**src/design/fips_pkg.sv**
```systemverilog
// Shared types, constants and coefficient helpers for the fern point stepper.
package fips_pkg;

    // Widths of the fixed fields on the ports.
    localparam int RAND_W = 16;
    localparam int THR_W = 16;
    localparam int PIXEL_W = 10;
    localparam int APB_DATA_W = 32;
    localparam int APB_ADDR_W = 4;

    // Reset values of the thresholds, in units of 1/65536.
    localparam logic [THR_W-1:0] STEM_THR_RESET = 16'd655;
    localparam logic [THR_W-1:0] MAIN_THR_RESET = 16'd56361;
    localparam logic [THR_W-1:0] LEFT_THR_RESET = 16'd60948;

    // Queue between the classifier and the execution pipeline.
    localparam int QUEUE_DEPTH = 4;
    localparam int QPTR_W = $clog2(QUEUE_DEPTH);
    localparam int QCNT_W = $clog2(QUEUE_DEPTH + 1);

    // Division by ten through a reciprocal, exact for every 16-bit dividend.
    localparam int DIV_W = 16;
    localparam int DIV10_MULT = 52429;
    localparam int DIV10_SHIFT = 19;

    // Affine maps: x' = xx*x + xy*y, y' = yx*x + yy*y + y0, in hundredths.
    localparam int MAP_COUNT = 4;
    localparam int TERM_COUNT = 5;
    localparam int TERM_XX = 0;
    localparam int TERM_XY = 1;
    localparam int TERM_YX = 2;
    localparam int TERM_YY = 3;
    localparam int TERM_Y0 = 4;

    localparam int MAP_COEF [MAP_COUNT][TERM_COUNT] = '{
        '{  0,   0,   0,  16,   0},
        '{ 85,   4,  -4,  85, 160},
        '{ 20, -26,  23,  22, 160},
        '{-15,  28,  26,  24,  44}
    };

    typedef enum logic [1:0] {
        MAP_STEM,
        MAP_MAIN,
        MAP_LEFT,
        MAP_RIGHT
    } map_t;

    typedef enum logic [1:0] {
        REG_STEM,
        REG_MAIN,
        REG_LEFT
    } reg_index_t;

    // Word pushed by the classifier into the queue.
    typedef struct packed {
        logic valid;
        map_t map_sel;
    } push_t;

    // Queue occupancy seen by the front and by the top level.
    typedef struct packed {
        logic              full;
        logic              empty;
        logic [QCNT_W-1:0] count;
    } queue_status_t;

    // Coefficient in hundredths scaled by 2^frac_bits, rounded half away from zero.
    function automatic longint quant_coef(int hundredths, int frac_bits);
        longint one;
        longint mag;
        one = longint'(1) << frac_bits;
        if (hundredths < 0) begin
            mag = (longint'(-hundredths) * one + 50) / 100;
            return -mag;
        end
        mag = (longint'(hundredths) * one + 50) / 100;
        return mag;
    endfunction

endpackage

```
**src/design/fern_ifs_point_step.sv**
```systemverilog
// Throughput: one word per cycle unless the output stalls; the limit is the point
// recurrence, which closes through the two coefficient multiplies per coordinate
// of the update stage. A word passes the queue, registers a and b, then the output.
// Reset (synchronous, aresetn low): point returns to (0, 0), thresholds to their
// defaults, and the queue and all pipeline valids are cleared.
module fern_ifs_point_step #(
    parameter int IMAGE_WIDTH = 800,
    parameter int IMAGE_HEIGHT = 600,
    parameter int FRACTION_BITS = 16
) (
    input  logic                                 aclk,
    input  logic                                 aresetn,
    input  logic                                 psel,
    input  logic                                 penable,
    input  logic                                 pwrite,
    input  logic [fips_pkg::APB_ADDR_W-1:0]      paddr,
    input  logic [fips_pkg::APB_DATA_W-1:0]      pwdata,
    output logic [fips_pkg::APB_DATA_W-1:0]      prdata,
    output logic                                 pready,
    input  logic                                 s_valid,
    output logic                                 s_ready,
    input  logic [fips_pkg::RAND_W-1:0]          s_random_fraction,
    output logic                                 m_valid,
    input  logic                                 m_ready,
    output logic [fips_pkg::PIXEL_W-1:0]         m_pixel_column,
    output logic [fips_pkg::PIXEL_W-1:0]         m_pixel_row,
    output logic [1:0]                           m_map_used
);

    logic [fips_pkg::THR_W-1:0]  stem_thr_reg;
    logic [fips_pkg::THR_W-1:0]  main_thr_reg;
    logic [fips_pkg::THR_W-1:0]  left_thr_reg;
    fips_pkg::reg_index_t        reg_index;
    logic                        cfg_write;
    fips_pkg::push_t             push;
    fips_pkg::queue_status_t     q_status;
    fips_pkg::map_t              q_map;
    logic                        pop;

    // Register file on the configuration port.
    assign pready = 1'b1;
    assign reg_index = fips_pkg::reg_index_t'(paddr[3:2]);
    assign cfg_write = psel & penable & pwrite;

    always_ff @(posedge aclk) begin
        if (!aresetn) begin
            stem_thr_reg <= fips_pkg::STEM_THR_RESET;
            main_thr_reg <= fips_pkg::MAIN_THR_RESET;
            left_thr_reg <= fips_pkg::LEFT_THR_RESET;
        end else if (cfg_write) begin
            case (reg_index)
                fips_pkg::REG_STEM: begin
                    stem_thr_reg <= pwdata[fips_pkg::THR_W-1:0];
                end
                fips_pkg::REG_MAIN: begin
                    main_thr_reg <= pwdata[fips_pkg::THR_W-1:0];
                end
                fips_pkg::REG_LEFT: begin
                    left_thr_reg <= pwdata[fips_pkg::THR_W-1:0];
                end
                default: begin
                end
            endcase
        end
    end

    always_comb begin
        case (reg_index)
            fips_pkg::REG_STEM: prdata = fips_pkg::APB_DATA_W'(stem_thr_reg);
            fips_pkg::REG_MAIN: prdata = fips_pkg::APB_DATA_W'(main_thr_reg);
            fips_pkg::REG_LEFT: prdata = fips_pkg::APB_DATA_W'(left_thr_reg);
            default:            prdata = '0;
        endcase
    end

    // Classifier, queue and execution pipeline.
    fips_front u_front (
        .s_valid           (s_valid),
        .s_ready           (s_ready),
        .s_random_fraction (s_random_fraction),
        .stem_threshold    (stem_thr_reg),
        .main_threshold    (main_thr_reg),
        .left_threshold    (left_thr_reg),
        .q_status          (q_status),
        .push              (push)
    );

    fips_queue u_queue (
        .aclk     (aclk),
        .aresetn  (aresetn),
        .push     (push),
        .pop      (pop),
        .q_map    (q_map),
        .q_status (q_status)
    );

    fips_back #(
        .IMAGE_WIDTH   (IMAGE_WIDTH),
        .IMAGE_HEIGHT  (IMAGE_HEIGHT),
        .FRACTION_BITS (FRACTION_BITS)
    ) u_back (
        .aclk           (aclk),
        .aresetn        (aresetn),
        .q_valid        (~q_status.empty),
        .q_map          (q_map),
        .pop            (pop),
        .m_valid        (m_valid),
        .m_ready        (m_ready),
        .m_pixel_column (m_pixel_column),
        .m_pixel_row    (m_pixel_row),
        .m_map_used     (m_map_used)
    );

    // The queue never holds more words than its depth.
    a_queue_bound: assert property (@(posedge aclk) disable iff (!aresetn)
        q_status.count <= fips_pkg::QCNT_W'(fips_pkg::QUEUE_DEPTH))
        else $error("queue occupancy above its depth");

    // The pipeline only takes a word that the queue holds.
    a_pop_nonempty: assert property (@(posedge aclk) disable iff (!aresetn)
        pop |-> !q_status.empty)
        else $error("pop from an empty queue");

    // A pushed word lands in the queue by the next cycle.
    a_push_lands: assert property (@(posedge aclk) disable iff (!aresetn)
        push.valid |=> !q_status.empty)
        else $error("pushed word missing from the queue");

    // Column stays inside the image when the image fits the field.
    a_column_range: assert property (@(posedge aclk) disable iff (!aresetn)
        m_valid |-> (IMAGE_WIDTH > 1024) ||
                    (m_pixel_column <= fips_pkg::PIXEL_W'(IMAGE_WIDTH - 1)))
        else $error("pixel column beyond image width");

endmodule

```
**src/design/fips_front.sv**
```systemverilog
// Front end: accepts random words and picks the affine map for each.
module fips_front (
    input  logic                               s_valid,
    output logic                               s_ready,
    input  logic [fips_pkg::RAND_W-1:0]        s_random_fraction,
    input  logic [fips_pkg::THR_W-1:0]         stem_threshold,
    input  logic [fips_pkg::THR_W-1:0]         main_threshold,
    input  logic [fips_pkg::THR_W-1:0]         left_threshold,
    input  fips_pkg::queue_status_t            q_status,
    output fips_pkg::push_t                    push
);

    fips_pkg::map_t map_sel;

    // Cascaded threshold compare; an empty interval is never chosen.
    always_comb begin
        if (s_random_fraction < stem_threshold) begin
            map_sel = fips_pkg::MAP_STEM;
        end else if (s_random_fraction < main_threshold) begin
            map_sel = fips_pkg::MAP_MAIN;
        end else if (s_random_fraction < left_threshold) begin
            map_sel = fips_pkg::MAP_LEFT;
        end else begin
            map_sel = fips_pkg::MAP_RIGHT;
        end
    end

    // A word is taken whenever the queue has room.
    assign s_ready = ~q_status.full;
    assign push.valid = s_valid & ~q_status.full;
    assign push.map_sel = map_sel;

endmodule

```
**src/design/fips_queue.sv**
```systemverilog
// Small FIFO of map selections between the front end and the pipeline.
module fips_queue (
    input  logic                    aclk,
    input  logic                    aresetn,
    input  fips_pkg::push_t         push,
    input  logic                    pop,
    output fips_pkg::map_t          q_map,
    output fips_pkg::queue_status_t q_status
);

    fips_pkg::map_t                     entry_reg [fips_pkg::QUEUE_DEPTH];
    logic [fips_pkg::QPTR_W-1:0]        wptr_reg;
    logic [fips_pkg::QPTR_W-1:0]        rptr_reg;
    logic [fips_pkg::QCNT_W-1:0]        count_reg;
    logic [fips_pkg::QCNT_W-1:0]        count_next;

    // Occupancy follows pushes and pops; the depth is a power of two so pointers wrap.
    always_comb begin
        count_next = count_reg;
        if (push.valid && !pop) begin
            count_next = count_reg + fips_pkg::QCNT_W'(1);
        end else if (!push.valid && pop) begin
            count_next = count_reg - fips_pkg::QCNT_W'(1);
        end
    end

    always_ff @(posedge aclk) begin
        if (!aresetn) begin
            wptr_reg  <= '0;
            rptr_reg  <= '0;
            count_reg <= '0;
        end else begin
            count_reg <= count_next;
            if (push.valid) begin
                wptr_reg <= wptr_reg + fips_pkg::QPTR_W'(1);
            end
            if (pop) begin
                rptr_reg <= rptr_reg + fips_pkg::QPTR_W'(1);
            end
        end
    end

    // Storage needs no reset; entries are read only once written.
    always_ff @(posedge aclk) begin
        if (push.valid) begin
            entry_reg[wptr_reg] <= push.map_sel;
        end
    end

    assign q_map = entry_reg[rptr_reg];
    assign q_status.full = (count_reg == fips_pkg::QCNT_W'(fips_pkg::QUEUE_DEPTH));
    assign q_status.empty = (count_reg == '0);
    assign q_status.count = count_reg;

endmodule

```
**src/design/fips_back.sv**
```systemverilog
// Execution pipeline: affine point update, pixel scaling and the output register.
module fips_back #(
    parameter int IMAGE_WIDTH = 800,
    parameter int IMAGE_HEIGHT = 600,
    parameter int FRACTION_BITS = 16
) (
    input  logic                           aclk,
    input  logic                           aresetn,
    input  logic                           q_valid,
    input  fips_pkg::map_t                 q_map,
    output logic                           pop,
    output logic                           m_valid,
    input  logic                           m_ready,
    output logic [fips_pkg::PIXEL_W-1:0]   m_pixel_column,
    output logic [fips_pkg::PIXEL_W-1:0]   m_pixel_row,
    output logic [1:0]                     m_map_used
);

    // Point state, coefficients and accumulator widths.
    localparam int SW = FRACTION_BITS + 6;
    localparam int CW = FRACTION_BITS + 2;
    localparam int AW = SW + CW + 2;
    localparam int MAX_SIZE = (IMAGE_WIDTH > IMAGE_HEIGHT) ? IMAGE_WIDTH : IMAGE_HEIGHT;
    localparam int SZW = $clog2(MAX_SIZE + 1);
    localparam int PW = SW + SZW;
    localparam int QW = PW - FRACTION_BITS;
    localparam int PXW = fips_pkg::PIXEL_W;

    localparam logic signed [AW-1:0] ROUND_HALF = AW'(longint'(1) << (FRACTION_BITS - 1));
    localparam logic signed [AW-1:0] SAT_HI = {{(AW - SW + 1){1'b0}}, {(SW - 1){1'b1}}};
    localparam logic signed [AW-1:0] SAT_LO = {{(AW - SW + 1){1'b1}}, {(SW - 1){1'b0}}};
    localparam logic signed [SW:0] X_SHIFT = (SW + 1)'(longint'(5) << FRACTION_BITS);
    localparam logic [QW-1:0] COL_LIMIT = QW'(10 * IMAGE_WIDTH);
    localparam logic [QW-1:0] ROW_LIMIT = QW'(10 * IMAGE_HEIGHT);
    localparam logic [PXW-1:0] COL_TOP = PXW'(IMAGE_WIDTH - 1);
    localparam logic [PXW-1:0] ROW_TOP = PXW'(IMAGE_HEIGHT - 1);

    logic signed [CW-1:0] k_xx_tab [fips_pkg::MAP_COUNT];
    logic signed [CW-1:0] k_xy_tab [fips_pkg::MAP_COUNT];
    logic signed [CW-1:0] k_yx_tab [fips_pkg::MAP_COUNT];
    logic signed [CW-1:0] k_yy_tab [fips_pkg::MAP_COUNT];
    logic signed [CW-1:0] k_y0_tab [fips_pkg::MAP_COUNT];

    logic                  advance;
    logic signed [CW-1:0]  k_xx;
    logic signed [CW-1:0]  k_xy;
    logic signed [CW-1:0]  k_yx;
    logic signed [CW-1:0]  k_yy;
    logic signed [CW-1:0]  k_y0;
    logic signed [AW-1:0]  acc_x;
    logic signed [AW-1:0]  acc_y;
    logic signed [AW-1:0]  sum_x;
    logic signed [AW-1:0]  sum_y;
    logic signed [SW-1:0]  point_x_next;
    logic signed [SW-1:0]  point_y_next;
    logic signed [SW:0]    off_x;

    logic                  a_valid_reg;
    fips_pkg::map_t        a_map_reg;
    logic signed [SW-1:0]  point_x_reg;
    logic signed [SW-1:0]  point_y_reg;

    logic                  b_valid_reg;
    fips_pkg::map_t        b_map_reg;
    logic [PW-1:0]         b_prod_col_reg;
    logic [PW-1:0]         b_prod_row_reg;
    logic                  b_col_zero_reg;
    logic                  b_row_zero_reg;

    logic                  out_valid_reg;
    logic [PXW-1:0]        out_col_reg;
    logic [PXW-1:0]        out_row_reg;
    fips_pkg::map_t        out_map_reg;

    // Coefficients of the four maps in the point's fixed-point format.
    for (genvar i = 0; i < fips_pkg::MAP_COUNT; i++) begin : g_coef
        assign k_xx_tab[i] = CW'(fips_pkg::quant_coef(
            fips_pkg::MAP_COEF[i][fips_pkg::TERM_XX], FRACTION_BITS));
        assign k_xy_tab[i] = CW'(fips_pkg::quant_coef(
            fips_pkg::MAP_COEF[i][fips_pkg::TERM_XY], FRACTION_BITS));
        assign k_yx_tab[i] = CW'(fips_pkg::quant_coef(
            fips_pkg::MAP_COEF[i][fips_pkg::TERM_YX], FRACTION_BITS));
        assign k_yy_tab[i] = CW'(fips_pkg::quant_coef(
            fips_pkg::MAP_COEF[i][fips_pkg::TERM_YY], FRACTION_BITS));
        assign k_y0_tab[i] = CW'(fips_pkg::quant_coef(
            fips_pkg::MAP_COEF[i][fips_pkg::TERM_Y0], FRACTION_BITS));
    end

    // Scales a registered product to a pixel: divide by ten times 2^FRACTION_BITS, clamp.
    function automatic logic [PXW-1:0] to_pixel(logic zero, logic [PW-1:0] prod,
                                                 logic [QW-1:0] limit, logic [PXW-1:0] top);
        logic [QW-1:0]          q;
        logic [2*fips_pkg::DIV_W-1:0] scaled;
        q = prod[PW-1:FRACTION_BITS];
        scaled = (2 * fips_pkg::DIV_W)'(fips_pkg::DIV_W'(q))
               * (2 * fips_pkg::DIV_W)'(fips_pkg::DIV10_MULT);
        if (zero) begin
            return '0;
        end
        if (q >= limit) begin
            return top;
        end
        return PXW'(scaled >> fips_pkg::DIV10_SHIFT);
    endfunction

    // The whole pipeline moves when the output register is free or being taken.
    assign advance = ~out_valid_reg | m_ready;
    assign pop = q_valid & advance;

    // Point update: two products per coordinate, round half up, add the y offset, saturate.
    always_comb begin
        k_xx = k_xx_tab[q_map];
        k_xy = k_xy_tab[q_map];
        k_yx = k_yx_tab[q_map];
        k_yy = k_yy_tab[q_map];
        k_y0 = k_y0_tab[q_map];
        acc_x = AW'(k_xx) * AW'(point_x_reg) + AW'(k_xy) * AW'(point_y_reg) + ROUND_HALF;
        acc_y = AW'(k_yx) * AW'(point_x_reg) + AW'(k_yy) * AW'(point_y_reg) + ROUND_HALF;
        sum_x = acc_x >>> FRACTION_BITS;
        sum_y = (acc_y >>> FRACTION_BITS) + AW'(k_y0);
        if (sum_x > SAT_HI) begin
            point_x_next = SW'(SAT_HI);
        end else if (sum_x < SAT_LO) begin
            point_x_next = SW'(SAT_LO);
        end else begin
            point_x_next = SW'(sum_x);
        end
        if (sum_y > SAT_HI) begin
            point_y_next = SW'(SAT_HI);
        end else if (sum_y < SAT_LO) begin
            point_y_next = SW'(SAT_LO);
        end else begin
            point_y_next = SW'(sum_y);
        end
    end

    // Column offset: the domain starts at x = -5.
    assign off_x = (SW + 1)'(point_x_reg) + X_SHIFT;

    // Control of the three stages.
    always_ff @(posedge aclk) begin
        if (!aresetn) begin
            a_valid_reg   <= 1'b0;
            b_valid_reg   <= 1'b0;
            out_valid_reg <= 1'b0;
            point_x_reg   <= '0;
            point_y_reg   <= '0;
        end else if (advance) begin
            a_valid_reg   <= pop;
            b_valid_reg   <= a_valid_reg;
            out_valid_reg <= b_valid_reg;
            if (pop) begin
                point_x_reg <= point_x_next;
                point_y_reg <= point_y_next;
            end
        end
    end

    // Payload of the three stages.
    always_ff @(posedge aclk) begin
        if (advance) begin
            if (pop) begin
                a_map_reg <= q_map;
            end
            b_map_reg      <= a_map_reg;
            b_col_zero_reg <= off_x[SW] | (off_x == '0);
            b_row_zero_reg <= point_y_reg[SW-1] | (point_y_reg == '0);
            b_prod_col_reg <= PW'(off_x[SW-1:0]) * PW'(IMAGE_WIDTH);
            b_prod_row_reg <= PW'($unsigned(point_y_reg)) * PW'(IMAGE_HEIGHT);
            out_map_reg    <= b_map_reg;
            out_col_reg    <= to_pixel(b_col_zero_reg, b_prod_col_reg, COL_LIMIT, COL_TOP);
            out_row_reg    <= to_pixel(b_row_zero_reg, b_prod_row_reg, ROW_LIMIT, ROW_TOP);
        end
    end

    assign m_valid = out_valid_reg;
    assign m_pixel_column = out_col_reg;
    assign m_pixel_row = out_row_reg;
    assign m_map_used = out_map_reg;

endmodule

```
**config.mk**
```make
export PLATFORM = sky130hd
export DESIGN_NAME = fern_ifs_point_step
export DESIGN_NICKNAME = d
export VERILOG_FILES = /design/src/design/fips_pkg.sv /design/src/design/fern_ifs_point_step.sv /design/src/design/fips_front.sv /design/src/design/fips_queue.sv /design/src/design/fips_back.sv
export SDC_FILE = /design/constraint.sdc
export NUM_CORES = 2
export LEC_CHECK = 0
export ABC_AREA = 1
export BUFFER_PORTS_ARGS = -buffer_cell sky130_fd_sc_hd__buf_4
export CAP_MARGIN = 20
export CORE_AREA = 2 2 357 359
export CTS_BUF_LIST = sky130_fd_sc_hd__clkbuf_4 sky130_fd_sc_hd__clkbuf_8 sky130_fd_sc_hd__clkbuf_16
export DETAILED_ROUTE_END_ITERATION = 10
export DIE_AREA = 0 0 359 361
export PLACE_DENSITY = 0.84
export REMOVE_ABC_BUFFERS = 1
export SLEW_MARGIN = 20
export SYNTH_ARGS = -nofsm -noshare
export SYNTH_HDL_FRONTEND = slang
export SYNTH_SLANG_ARGS = --single-unit
```
**constraint.sdc**
```tcl
create_clock -name aclk -period 24.3 [get_ports aclk]
set_input_delay 7.29 -clock aclk [delete_from_list [all_inputs] [get_ports aclk]]
set_output_delay 7.29 -clock aclk [all_outputs]
set_load 0.02 [all_outputs]
```
==> flow_summary.json <==
{
  "worstMarginPinSlew_ps": 1110,
  "yosys.area.top_type_share_pct": 42.2,
  "start_util_pct": 60.0,
  "period_share_pct": 65.9,
  "gr-usage-all-layers_pct": 33.9,
  "ctsHoldBuffers": 0,
  "ys_types": 63,
  "synth_top_area_cell": "fa_1",
  "layout-drive-gt1-share_pct": 3.36,
  "drc": 0,
  "slew_viol_final": 0,
  "ys_seq_area_share_pct": 5.49,
  "grt_pass1_vias": 62000,
  "synth_flop_cell": "dfxtp_1",
  "dr.pass1.iters": 9,
  "viasPerCell": 5.62,
  "fin_skew_ps": 22.0,
  "rsz0062_at_grt": "false",
  "hold_violations": 0,
  "post-route-min-period_ps": 16010,
  "core_region_area_um2": 125000,
  "nNetsFinal": 11400,
  "cpPeakStageDelay_ps": 500,
  "antenna_found_initial": 4,
  "cts_setup_buffers": 0,
  "wire_per_inst_um": 20.8,
  "ant_nets": 0,
  "max_freq_ghz": 0.0625,
  "grt_overflow": 0,
  "crit_required_ps": 17010,
  "grt_pass1_wl_um": 337000,
  "die_area_um2": 130000,
  "setup_viol": 0,
  "synth_edf_count": 68,
  "ys_top_cells_by_area": "fa_1, ha_1, inv_1",
  "path_cells": "buf_4 > nor2_1 > clkinv_1 > o221ai_1 > buf_4",
  "crit_slowest_cell": "clkinv_1",
  "path_delay_family": "buffers and inverters",
  "slew_headroom_pct": 25.1,
  "synth_area_um2": 75200,
  "post-dp-hpwl_um": 187000,
  "layout_common_cells": "inv_1, fa_1, ha_1, nand2_1, nor2_1",
  "async_flop_share_pct": 0,
  "max_cap_violations": 0,
  "rows": 130,
  "cp-end-kind": "output pin",
  "synth_warnings": 0,
  "critPathArrivalTime_ps": 8720,
  "wl_um": 214000,
  "clock_path_buffers": 2,
  "grt_start_max_net_pins": 73,
  "fin_setup_tns_ps": 0,
  "layout_commonest_cell": "inv_1",
  "hold_path.class": "reg -> reg",
  "yosys_register_bits": 172,
  "via_count": 57600,
  "syn-instance-count": 8527,
  "cts_buffers": 17,
  "ios": 116,
  "hold_slack_ps": 426,
  "cp_max_fo": 17,
  "ctsResizeCount": 0,
  "path_clk_slew_ps": 80,
  "clk_latency_ps": 530,
  "htreeDepth": 4,
  "syn_area_per_cell_um2": 8.82,
  "die_h_um": 361,
  "drtIter0Drc": 5190,
  "clock-root-buffer": "clkbuf_16",
  "crit_top_cell": "buf_4",
  "numClockSinks": 172,
  "start_kind": "input port",
  "portBuffers": 80,
  "cts_tree": "built",
  "die_w_um": 359,
  "status": "complete, no violations",
  "place_congestion": 1.06,
  "worstSetupPathType": "in -> out",
  "fin_util_pct": 62.6,
  "crit_buf_inv": 3,
  "area_growth_pct": 4.41
}
per-layer routing:
layer  vias to the layer above  wire length (µm)  global-route usage (%)
met3                       806             21900                    8.07
li1                      25700                 -                       -
met4                         2             16800                    21.9
met1                     28100             78800                    41.7
met5                         -                13                       0
met2                      2955             96200                    53.8
final timing paths:
check	startpoint	endpoint	slack [ps]	cells past startpoint
hold reg to reg	u_back.a_map_reg[0]	u_back.b_map_reg[0]	430	0
setup / recovery	paddr[2]	prdata[11]	8290	5
setup reg to reg	flip-flop	u_back.point_y_reg[21]	10690	54
hold / removal	u_back.a_map_reg[0]	u_back.b_map_reg[0]	430	0
worst register-to-register path: cells and delay by family, from the launching register on:
family | cells | cell delay (ps)
compound gates | 15 | 3000
fa+ha+maj | 11 | 4900
flops | 1 | 350
simple gates | 14 | 2120
xor+xnor | 1 | 160
buf+inv | 13 | 2990
stage by stage:
step	worst slack (ps)	std cells	instance area [µm²]
global route	8230	10300	78500
CTS	8350	10300	78500
floorplan	8880	8419	74600
detailed placement	8370	10200	77900
finish	8290	10300	78500
global placement	8390	10200	77900
Yosys cell counts, drive strengths merged, types with 7 or more instances:
| master | number |
|---|---|
| inv | 2563 |
| fa | 1583 |
| ha | 1134 |
| nand2 | 975 |
| nor2 | 465 |
| a21oi | 459 |
| o21ai | 280 |
| xor2 | 156 |
| nand3 | 136 |
| xnor2 | 124 |
| dfxtp | 104 |
| clkbuf | 90 |
| edfxtp | 68 |
| buf | 52 |
| nand4 | 42 |
| o211ai | 33 |
| nor3 | 30 |
| a21o | 28 |
| o21bai | 27 |
| o221ai | 25 |
| a31oi | 24 |
| o21a | 20 |
| a21boi | 16 |
| nor4 | 12 |
| clkinv | 11 |
| a211oi | 10 |
| or2 | 10 |
| a221oi | 8 |
| o31ai | 7 |
cell type report:
| type | count | area [µm²] |
|---|---|---|
| multi-input cells | 5673 | 60900 |
| clock inverters | 15 | 178 |
| repair buffers | 150 | 1130 |
| well taps | 1650 | 2060 |
| flip-flops and latches | 172 | 4120 |
| fillers | 10100 | 46900 |
| clock buffers | 17 | 425 |
| inverters | 2574 | 9670 |
| diodes | 2 | 5.00 |
kinds of logic after synthesis:
| kind of cell | synth area share (%) |
|---|---|
| flops | 5.49 |
| fa+ha+maj | 61.0 |
| other cells | 0.00999 |
| simple gates | 9.17 |
| xor+xnor | 3.26 |
| compound gates | 7.30 |
| buf+inv | 13.7 |
Power is not shown: default switching activity piles up to over one toggle a cycle in this logic, so the estimate is an artifact.
